### src/rtl/vsa_pkg.sv
package vsa_pkg;

  // Fixed field widths of the item ports
  localparam int FUNC_W     = 2;
  localparam int SOUND_ID_W = 16;
  localparam int DONE_W     = 5;
  localparam int INDEX_W    = 5;
  localparam int KIND_W     = 2;
  localparam int EV_TAG_W   = 16;

  // Function codes of an input item
  localparam logic [FUNC_W-1:0] FUNC_PLAY   = 2'd0;
  localparam logic [FUNC_W-1:0] FUNC_FINISH = 2'd1;
  localparam logic [FUNC_W-1:0] FUNC_TICK   = 2'd2;

  // Grant kinds of a result item
  localparam logic [KIND_W-1:0] KIND_HIT   = 2'd0;
  localparam logic [KIND_W-1:0] KIND_EMPTY = 2'd1;
  localparam logic [KIND_W-1:0] KIND_EVICT = 2'd2;

  // Controller to datapath
  typedef struct packed {
    logic start;   // latch item, clear scan trackers, rewind slot counter
    logic scan;    // issue table read for current slot, advance counter
    logic commit;  // apply item, load output register
  } ctrl_cmd_t;

  // Datapath to controller
  typedef struct packed {
    logic scan_last;  // slot counter at last slot
    logic out_free;   // output register empty or being taken
  } dp_status_t;

endpackage

### src/rtl/sound_voice_slot_allocator_top.sv
// Voice slot allocator with least-recently-used eviction.
//
// Input channel (in_valid_i / in_ready_o) carries one item: func_i selects
// a play request (sound_id_i is the tag), a voice-finished event (done_slot_i)
// or a one second tick. Output channel (out_valid_o / out_ready_i) returns
// exactly one result item per input item: slot_found_o, slot_index_o,
// grant_kind_o (hit / empty / evict) and evicted_tag_o.
//
// Sequencing: a play request walks the slot table one slot per cycle through
// the tag and last-used memories (one read port each), then drains the last
// read and commits its result to the output register. Finish and tick items
// skip the walk and go straight to the commit. The block takes a new item
// only after it has committed the result of the previous one.
//
// Reset clears all slot valid/active bits, the seconds counter and the output
// valid flag; tag and time memories are not cleared, invalid slots ignore them.
//
// A stalled receiver only holds the output register. The block still accepts
// and works on the next item, and waits with its commit until the output
// register is free, so no result is lost or overwritten.
module sound_voice_slot_allocator_top #(
  parameter int NUM_SLOTS = 32,
  parameter int TAG_BITS  = 16,
  parameter int TIME_BITS = 32
) (
  input  logic                           clk_i,
  input  logic                           rst_ni,
  input  logic                           in_valid_i,
  output logic                           in_ready_o,
  input  logic [vsa_pkg::FUNC_W-1:0]     func_i,
  input  logic [vsa_pkg::SOUND_ID_W-1:0] sound_id_i,
  input  logic [vsa_pkg::DONE_W-1:0]     done_slot_i,
  output logic                           out_valid_o,
  input  logic                           out_ready_i,
  output logic                           slot_found_o,
  output logic [vsa_pkg::INDEX_W-1:0]    slot_index_o,
  output logic [vsa_pkg::KIND_W-1:0]     grant_kind_o,
  output logic [vsa_pkg::EV_TAG_W-1:0]   evicted_tag_o
);

  vsa_pkg::ctrl_cmd_t  cmd;
  vsa_pkg::dp_status_t status;

  // sequencer: idle / scan / drain of last read / commit
  vsa_ctrl u_ctrl (
    .clk_i      (clk_i),
    .rst_ni     (rst_ni),
    .in_valid_i (in_valid_i),
    .in_ready_o (in_ready_o),
    .func_i     (func_i),
    .status_i   (status),
    .cmd_o      (cmd)
  );

  // slot table, scan trackers, seconds counter and output register
  vsa_datapath #(
    .NUM_SLOTS (NUM_SLOTS),
    .TAG_BITS  (TAG_BITS),
    .TIME_BITS (TIME_BITS)
  ) u_datapath (
    .clk_i         (clk_i),
    .rst_ni        (rst_ni),
    .func_i        (func_i),
    .sound_id_i    (sound_id_i),
    .done_slot_i   (done_slot_i),
    .cmd_i         (cmd),
    .status_o      (status),
    .out_valid_o   (out_valid_o),
    .out_ready_i   (out_ready_i),
    .slot_found_o  (slot_found_o),
    .slot_index_o  (slot_index_o),
    .grant_kind_o  (grant_kind_o),
    .evicted_tag_o (evicted_tag_o)
  );

endmodule

### src/rtl/vsa_ram.sv
module vsa_ram #(
  parameter int WIDTH = 16,
  parameter int DEPTH = 32
) (
  input  logic                     clk_i,
  input  logic                     we_i,
  input  logic [$clog2(DEPTH)-1:0] waddr_i,
  input  logic [WIDTH-1:0]         wdata_i,
  input  logic [$clog2(DEPTH)-1:0] raddr_i,
  output logic [WIDTH-1:0]         rdata_o
);

  logic [WIDTH-1:0] mem_q [DEPTH];
  logic [WIDTH-1:0] rdata_q;

  always_ff @(posedge clk_i) begin
    if (we_i) begin
      mem_q[waddr_i] <= wdata_i;
    end
    rdata_q <= mem_q[raddr_i];
  end

  assign rdata_o = rdata_q;

endmodule

### src/rtl/vsa_ctrl.sv
module vsa_ctrl (
  input  logic                          clk_i,
  input  logic                          rst_ni,
  input  logic                          in_valid_i,
  output logic                          in_ready_o,
  input  logic [vsa_pkg::FUNC_W-1:0]    func_i,
  input  vsa_pkg::dp_status_t           status_i,
  output vsa_pkg::ctrl_cmd_t            cmd_o
);

  localparam logic [1:0] ST_IDLE   = 2'd0;
  localparam logic [1:0] ST_SCAN   = 2'd1;
  localparam logic [1:0] ST_DRAIN  = 2'd2;
  localparam logic [1:0] ST_FINISH = 2'd3;

  logic [1:0] state_q, state_d;

  always_comb begin
    state_d      = state_q;
    cmd_o        = '0;
    in_ready_o   = 1'b0;
    unique case (state_q)
      ST_IDLE: begin
        in_ready_o = 1'b1;
        if (in_valid_i) begin
          cmd_o.start = 1'b1;
          state_d = (func_i == vsa_pkg::FUNC_PLAY) ? ST_SCAN : ST_FINISH;
        end
      end
      ST_SCAN: begin
        cmd_o.scan = 1'b1;
        if (status_i.scan_last) begin
          state_d = ST_DRAIN;
        end
      end
      ST_DRAIN: begin
        // last slot read data is evaluated here
        state_d = ST_FINISH;
      end
      ST_FINISH: begin
        if (status_i.out_free) begin
          cmd_o.commit = 1'b1;
          state_d = ST_IDLE;
        end
      end
      default: begin
        state_d = ST_IDLE;
      end
    endcase
  end

  always_ff @(posedge clk_i or negedge rst_ni) begin
    if (!rst_ni) begin
      state_q <= ST_IDLE;
    end else begin
      state_q <= state_d;
    end
  end

endmodule

### src/rtl/vsa_datapath.sv
module vsa_datapath #(
  parameter int NUM_SLOTS = 32,
  parameter int TAG_BITS  = 16,
  parameter int TIME_BITS = 32
) (
  input  logic                             clk_i,
  input  logic                             rst_ni,
  input  logic [vsa_pkg::FUNC_W-1:0]       func_i,
  input  logic [vsa_pkg::SOUND_ID_W-1:0]   sound_id_i,
  input  logic [vsa_pkg::DONE_W-1:0]       done_slot_i,
  input  vsa_pkg::ctrl_cmd_t               cmd_i,
  output vsa_pkg::dp_status_t              status_o,
  output logic                             out_valid_o,
  input  logic                             out_ready_i,
  output logic                             slot_found_o,
  output logic [vsa_pkg::INDEX_W-1:0]      slot_index_o,
  output logic [vsa_pkg::KIND_W-1:0]       grant_kind_o,
  output logic [vsa_pkg::EV_TAG_W-1:0]     evicted_tag_o
);

  localparam int IDX_W    = (NUM_SLOTS > 1) ? $clog2(NUM_SLOTS) : 1;
  localparam int INDEX_W  = vsa_pkg::INDEX_W;
  localparam int EV_TAG_W = vsa_pkg::EV_TAG_W;
  localparam logic [IDX_W-1:0] LAST_IDX = IDX_W'(NUM_SLOTS - 1);

  // latched item
  logic [vsa_pkg::FUNC_W-1:0] func_q;
  logic [TAG_BITS-1:0]        tag_q;
  logic [vsa_pkg::DONE_W-1:0] done_q;

  // slot state held in flops
  logic [NUM_SLOTS-1:0] valid_q, valid_d;
  logic [NUM_SLOTS-1:0] active_q, active_d;
  logic [TIME_BITS-1:0] now_q, now_d;

  // scan
  logic [IDX_W-1:0] cnt_q;
  logic             eval_q;
  logic [IDX_W-1:0] eval_idx_q;

  // scan trackers
  logic                 hit_q, hit_d;
  logic [IDX_W-1:0]     hit_idx_q, hit_idx_d;
  logic                 empty_q, empty_d;
  logic [IDX_W-1:0]     empty_idx_q, empty_idx_d;
  logic                 vic_q, vic_d;
  logic [IDX_W-1:0]     vic_idx_q, vic_idx_d;
  logic [TIME_BITS-1:0] oldest_q, oldest_d;
  logic [TAG_BITS-1:0]  vic_tag_q, vic_tag_d;

  // table memories
  logic                 we;
  logic [IDX_W-1:0]     waddr;
  logic [TAG_BITS-1:0]  tag_rdata;
  logic [TIME_BITS-1:0] time_rdata;
  logic [TIME_BITS-1:0] age;

  // output register
  logic                  out_valid_q, out_valid_d;
  logic                  found_q, found_d;
  logic [INDEX_W-1:0]    index_q, index_d;
  logic [vsa_pkg::KIND_W-1:0] kind_q, kind_d;
  logic [EV_TAG_W-1:0]   ev_tag_q, ev_tag_d;

  logic [IDX_W-1:0] done_idx;

  vsa_ram #(.WIDTH(TAG_BITS), .DEPTH(NUM_SLOTS)) u_tag_ram (
    .clk_i   (clk_i),
    .we_i    (we),
    .waddr_i (waddr),
    .wdata_i (tag_q),
    .raddr_i (cnt_q),
    .rdata_o (tag_rdata)
  );

  vsa_ram #(.WIDTH(TIME_BITS), .DEPTH(NUM_SLOTS)) u_time_ram (
    .clk_i   (clk_i),
    .we_i    (we),
    .waddr_i (waddr),
    .wdata_i (now_q),
    .raddr_i (cnt_q),
    .rdata_o (time_rdata)
  );

  assign age      = now_q - time_rdata;
  assign done_idx = IDX_W'(done_q);

  assign status_o.scan_last = (cnt_q == LAST_IDX);
  assign status_o.out_free  = !out_valid_q || out_ready_i;

  // slot evaluation, one slot a cycle
  always_comb begin
    hit_d       = hit_q;
    hit_idx_d   = hit_idx_q;
    empty_d     = empty_q;
    empty_idx_d = empty_idx_q;
    vic_d       = vic_q;
    vic_idx_d   = vic_idx_q;
    oldest_d    = oldest_q;
    vic_tag_d   = vic_tag_q;
    if (cmd_i.start) begin
      hit_d    = 1'b0;
      empty_d  = 1'b0;
      vic_d    = 1'b0;
      oldest_d = '0;
    end else if (eval_q) begin
      if (valid_q[eval_idx_q] && !active_q[eval_idx_q] && (tag_rdata == tag_q)) begin
        if (!hit_q) begin
          hit_d     = 1'b1;
          hit_idx_d = eval_idx_q;
        end
      end else if (!valid_q[eval_idx_q]) begin
        if (!empty_q) begin
          empty_d     = 1'b1;
          empty_idx_d = eval_idx_q;
        end
      end else if (!active_q[eval_idx_q]) begin
        if (age > oldest_q) begin
          vic_d     = 1'b1;
          vic_idx_d = eval_idx_q;
          oldest_d  = age;
          vic_tag_d = tag_rdata;
        end
      end
    end
  end

  // commit of the item
  always_comb begin
    valid_d     = valid_q;
    active_d    = active_q;
    now_d       = now_q;
    we          = 1'b0;
    waddr       = hit_idx_q;
    out_valid_d = out_valid_q && !out_ready_i;
    found_d     = found_q;
    index_d     = index_q;
    kind_d      = kind_q;
    ev_tag_d    = ev_tag_q;
    if (cmd_i.commit) begin
      out_valid_d = 1'b1;
      found_d     = 1'b0;
      index_d     = '0;
      kind_d      = vsa_pkg::KIND_HIT;
      ev_tag_d    = '0;
      case (func_q)
        vsa_pkg::FUNC_PLAY: begin
          if (hit_q) begin
            we      = 1'b1;
            waddr   = hit_idx_q;
            kind_d  = vsa_pkg::KIND_HIT;
          end else if (empty_q) begin
            we      = 1'b1;
            waddr   = empty_idx_q;
            kind_d  = vsa_pkg::KIND_EMPTY;
          end else if (vic_q) begin
            we       = 1'b1;
            waddr    = vic_idx_q;
            kind_d   = vsa_pkg::KIND_EVICT;
            ev_tag_d = EV_TAG_W'(vic_tag_q);
          end
          if (we) begin
            found_d         = 1'b1;
            index_d         = INDEX_W'(waddr);
            valid_d[waddr]  = 1'b1;
            active_d[waddr] = 1'b1;
          end
        end
        vsa_pkg::FUNC_FINISH: begin
          if (32'(done_q) < NUM_SLOTS) begin
            active_d[done_idx] = 1'b0;
          end
        end
        vsa_pkg::FUNC_TICK: begin
          now_d = now_q + TIME_BITS'(1);
        end
        default: begin
        end
      endcase
    end
  end

  always_ff @(posedge clk_i or negedge rst_ni) begin
    if (!rst_ni) begin
      valid_q     <= '0;
      active_q    <= '0;
      now_q       <= '0;
      cnt_q       <= '0;
      eval_q      <= 1'b0;
      hit_q       <= 1'b0;
      empty_q     <= 1'b0;
      vic_q       <= 1'b0;
      out_valid_q <= 1'b0;
    end else begin
      valid_q     <= valid_d;
      active_q    <= active_d;
      now_q       <= now_d;
      eval_q      <= cmd_i.scan;
      hit_q       <= hit_d;
      empty_q     <= empty_d;
      vic_q       <= vic_d;
      out_valid_q <= out_valid_d;
      if (cmd_i.start) begin
        cnt_q <= '0;
      end else if (cmd_i.scan) begin
        cnt_q <= cnt_q + IDX_W'(1);
      end
    end
  end

  always_ff @(posedge clk_i) begin
    if (cmd_i.start) begin
      func_q <= func_i;
      tag_q  <= TAG_BITS'(sound_id_i);
      done_q <= done_slot_i;
    end
    eval_idx_q  <= cnt_q;
    hit_idx_q   <= hit_idx_d;
    empty_idx_q <= empty_idx_d;
    vic_idx_q   <= vic_idx_d;
    oldest_q    <= oldest_d;
    vic_tag_q   <= vic_tag_d;
    found_q     <= found_d;
    index_q     <= index_d;
    kind_q      <= kind_d;
    ev_tag_q    <= ev_tag_d;
  end

  assign out_valid_o   = out_valid_q;
  assign slot_found_o  = found_q;
  assign slot_index_o  = index_q;
  assign grant_kind_o  = kind_q;
  assign evicted_tag_o = ev_tag_q;

endmodule

### config.mk
export PLATFORM = sky130hd
export DESIGN_NAME = sound_voice_slot_allocator_top
export DESIGN_NICKNAME = d
export VERILOG_FILES = /design/src/rtl/vsa_pkg.sv /design/src/rtl/sound_voice_slot_allocator_top.sv /design/src/rtl/vsa_ram.sv /design/src/rtl/vsa_ctrl.sv /design/src/rtl/vsa_datapath.sv
export SDC_FILE = /design/constraint.sdc
export NUM_CORES = 2
export LEC_CHECK = 0
export ABC_AREA = 1
export CORE_ASPECT_RATIO = 1.2
export CORE_MARGIN = 1.5
export CORE_UTILIZATION = 40
export CTS_BUF_LIST = sky130_fd_sc_hd__clkbuf_4 sky130_fd_sc_hd__clkbuf_8
export DETAILED_ROUTE_END_ITERATION = 12
export DONT_BUFFER_PORTS = 1
export PLACE_DENSITY = 0.63
export RECOVER_POWER = 50
export SETUP_SLACK_MARGIN = 0.05
export SLEW_MARGIN = 20
export SYNTH_ARGS = -nofsm -noshare
export SYNTH_HDL_FRONTEND = slang
export SYNTH_SLANG_ARGS = --single-unit
### constraint.sdc
create_clock -name clk_i -period 4.65 [get_ports clk_i]
set_input_delay 1.1625 -clock clk_i [delete_from_list [all_inputs] [get_ports clk_i]]
set_output_delay 1.1625 -clock clk_i [all_outputs]
set_load 0.01 [all_outputs]
==> results.cfg <==
[status]
status = finished with violations
violations = capacitance limit, slew limit

[critical_path]
cp.arrival_ns = 4.62
critPathMaxFanout = 21
start_kind = flop
crit_path_end_kind = flop
path_class = reg2reg
critical_path_required_ns = 5.27

[sta]
setup_violations = 0
slew_headroom = -1.11
rsz0062_at_grt = no
finalClockSkew_ns = 0.0873
final.period_utilization = 0.859
max_freq_mhz = 250
worst_pin_slew_ns = 3.16
drv_slew = 1020
finalHoldViolCount = 0
period_needed_ns = 3.99

[synthesis]
synth.net_count = 6121
yosys-top-cells-area = edfxtp_1, o21ai_0, nor2_1
yosysWarnings = 0
synthFlopType = edfxtp_1
synth_edf_count = 1614
netlist_instances = 6023
ys_seq_elements = 1807
synth.top_cell.area_share = 0.662
synth.distinct_cells = 48
synth_top_cells_by_count = edfxtp_1, nor2_1, o21ai_0, nand2_1, inv_1
postSynthAreaPerCell_um2 = 12.2
async_flop_share = 0.0598
yosysTopAreaCell = edfxtp_1
seq_area_frac_synth = 0.722
synthesis.area_um2 = 73200
yosysMostFrequentCell = edfxtp_1

[global_routing]
grt_use_total = 0.223
antenna_found_initial = 5
grt.overflow.total = 0
grt_pass1_vias = 47500
met3_usage = 0.0341
grt_max_degree = 197
grt-busiest-layer = met2
grt_use_met1 = 0.294
grt_pass1_wl_um = 310000
gr-usage-met2 = 0.372

[cells_and_area]
design_area_um2 = 82200
drive_gt1_frac = 0.100
fill_cells = 16400
synthToLayoutAreaGrowth_pct = 12.4
final_util = 0.453
finish.net_count = 6237

[clock_network]
root_buffer = clkbuf_8
insertion_delay_ns = 1.02
h-tree-depth = 5
numCtsBuffers = 282
ctsHoldBuffers = 1
cts-resized-gates = 0
clk_pin_slew_ns = 0.06
cts_buffer_depth = 4
post-cts-setup-buffers = 0
cts_tree = yes
cts.sinks = 1807

[die]
std_cell_rows = 171
die_y_um = 472
dieWidth_um = 393
num_io_pins = 53
fp.coreArea_um2 = 181000
start_util = 0.403
fp.dieArea_um2 = 186000

[route]
wirelength_um = 212000
wire_per_inst_um = 24.2
initialDrtViolationCount = 6267
vias_per_cell = 5.66
vias = 49600
drtAntennaViolNets = 0
firstDrtPassIters = 6
drc = 0

[pwr]
p_comb_frac = 0.282
p_leak_nw = 28.9
swShare = 0.348
seqPwrFrac = 0.430
p_int_mw = 29.3
p_switching_mw = 15.7
power_frac_clock = 0.288
ir_drop_mv = 0.455
powerDensity_nw_per_um2 = 547

[place]
routabilityCongestion = 0.926
placed_area_um2 = 77200
dpl.hpwl_um = 111000
port_buffers = 0

[worst_hold_path]
hold_class = in2reg

[flow_run]
cap_violations = 28
## kinds of logic after synthesis
logic type / after synthesis / share of synthesized area
AO/OA/AOI/OAI: 1408 / 0.110
buffers and inverters: 690 / 0.0369
adder cells (fa/ha/maj): 71 / 0.0122
flip-flops: 1807 / 0.722
XOR/XNOR: 58 / 0.00694
AND/OR/NAND/NOR: 1989 / 0.111
## power by group through the flow
stage	logic (mW)	clock network (mW)	registers [mW]
2_1_floorplan	8.80	0	19.4
3_3_place_gp	12.4	0	19.7
3_5_place_dp	12.6	0	19.7
4_1_cts	12.7	13.1	19.4
5_1_grt	14.2	13.8	19.4
6_report	12.7	13.0	19.3
## critical path, cell delays in order (launching register included)
cell,delay (ns)
dfrtp_1,0.34
inv_1,0.05
ha_1,0.20
fa_1,0.39
inv_1,0.08
nand2_1,0.07
o21ai_1,0.12
buf_4,0.16
nand2_1,0.05
nand2_1,0.14
nand2_1,0.07
nand2_1,0.14
xor2_1,0.21
inv_1,0.08
ha_1,0.28
nand2_1,0.06
nor2_1,0.13
nand2_1,0.07
a21oi_1,0.13
nor2_1,0.06
nand2_1,0.11
nand2_1,0.08
a21oi_1,0.20
nand2_2,0.09
nor2_2,0.08
buf_4,0.31
## cell usage in the layout (no fill, tap or decap), types with 57 or more instances in the layout
| master | netlist | routed |
|---|---|---|
| inv_1 | 312 | 313 |
| nand4_1 | 57 | 58 |
| nor2_1 | 979 | 967 |
| nand3_1 | 230 | 230 |
| o22ai_1 | 237 | 237 |
| buf_4 | 7 | 63 |
| nand2_1 | 645 | 645 |
| o221ai_1 | 147 | 147 |
| dfrtp_1 | 108 | 107 |
| edfxtp_1 | 1614 | 1614 |
| a21oi_1 | 62 | 65 |
| ha_1 | 70 | 70 |
| clkbuf_8 | 0 | 292 |
| o21ai_1 | 59 | 57 |
| dfxtp_1 | 85 | 85 |
| clkbuf_4 | 0 | 104 |
| o21ai_0 | 838 | 840 |
| buf_12 | 0 | 65 |
## metal layers
metal,share of wire,vias up
met5,0,-
li1,-,21900
met3,0.087,433
met4,0.034,0
met1,0.39,24700
met2,0.48,2489
## layout make-up
cell class,instances,area (µm²),area share
sequential,1807,52900,0.643
multi-input combinational,3526,17700,0.216
clock buffer,396,4800,0.0584
tap,2422,3030,0.0368
timing repair buffer,174,1950,0.0237
inverter,348,1360,0.0165
clock inverter,76,494,0.00601
antenna,2,5.00,0.0000608
## state kept, by name, summed over array words and instances (netlist names), 16 cells and up
name and cells:
u_datapath.oldest_q 32, u_datapath.now_q 32, u_datapath.vic_tag_q 16, u_datapath.u_time_ram.rdata_o 32, u_datapath.u_tag_ram.rdata_o 16, u_datapath.u_time_ram.mem_q 1024, u_datapath.valid_q 32, u_datapath.active_q 32
u_datapath.u_tag_ram.mem_q 512, u_datapath.tag_q 16, u_datapath.evicted_tag_o 16
## path summary, 6_finish.rpt
kind | endpoint | slack [ns] | startpoint | depth (start not counted)
setup reg to reg | u_datapath.vic_idx_q[3] | 0.66 | u_datapath.now_q[0] | 25
hold reg to reg | u_datapath.vic_tag_q[10] | 0.46 | u_datapath.u_tag_ram.rdata_o[10] | 0
setup / recovery | u_datapath.vic_idx_q[3] | 0.66 | u_datapath.now_q[0] | 25
hold / removal | u_datapath.func_q[0] | 0.25 | func_i[0] | 0
min in group asynchronous | u_datapath.active_q[24] | 1.13 | rst_ni | 1
max in group asynchronous | u_datapath.cnt_q[0] | 1.15 | rst_ni | 1
## through the flow
stage	power, mW	setup TNS [ns]	hold slack (ns)	cells	setup slack [ns]
2_1_floorplan	28.2	-73.28	0.366	6023	-0.384
3_3_place_gp	32.1	0	0.438	8273	0.601
3_5_place_dp	32.3	0	0.442	8273	0.629
4_1_cts	45.2	0	0.0569	8746	0.642
5_1_grt	47.4	0	0.179	8751	0.231
6_report	45.0	0	0.248	8751	0.656
Power figures use the tool's default switching activity.
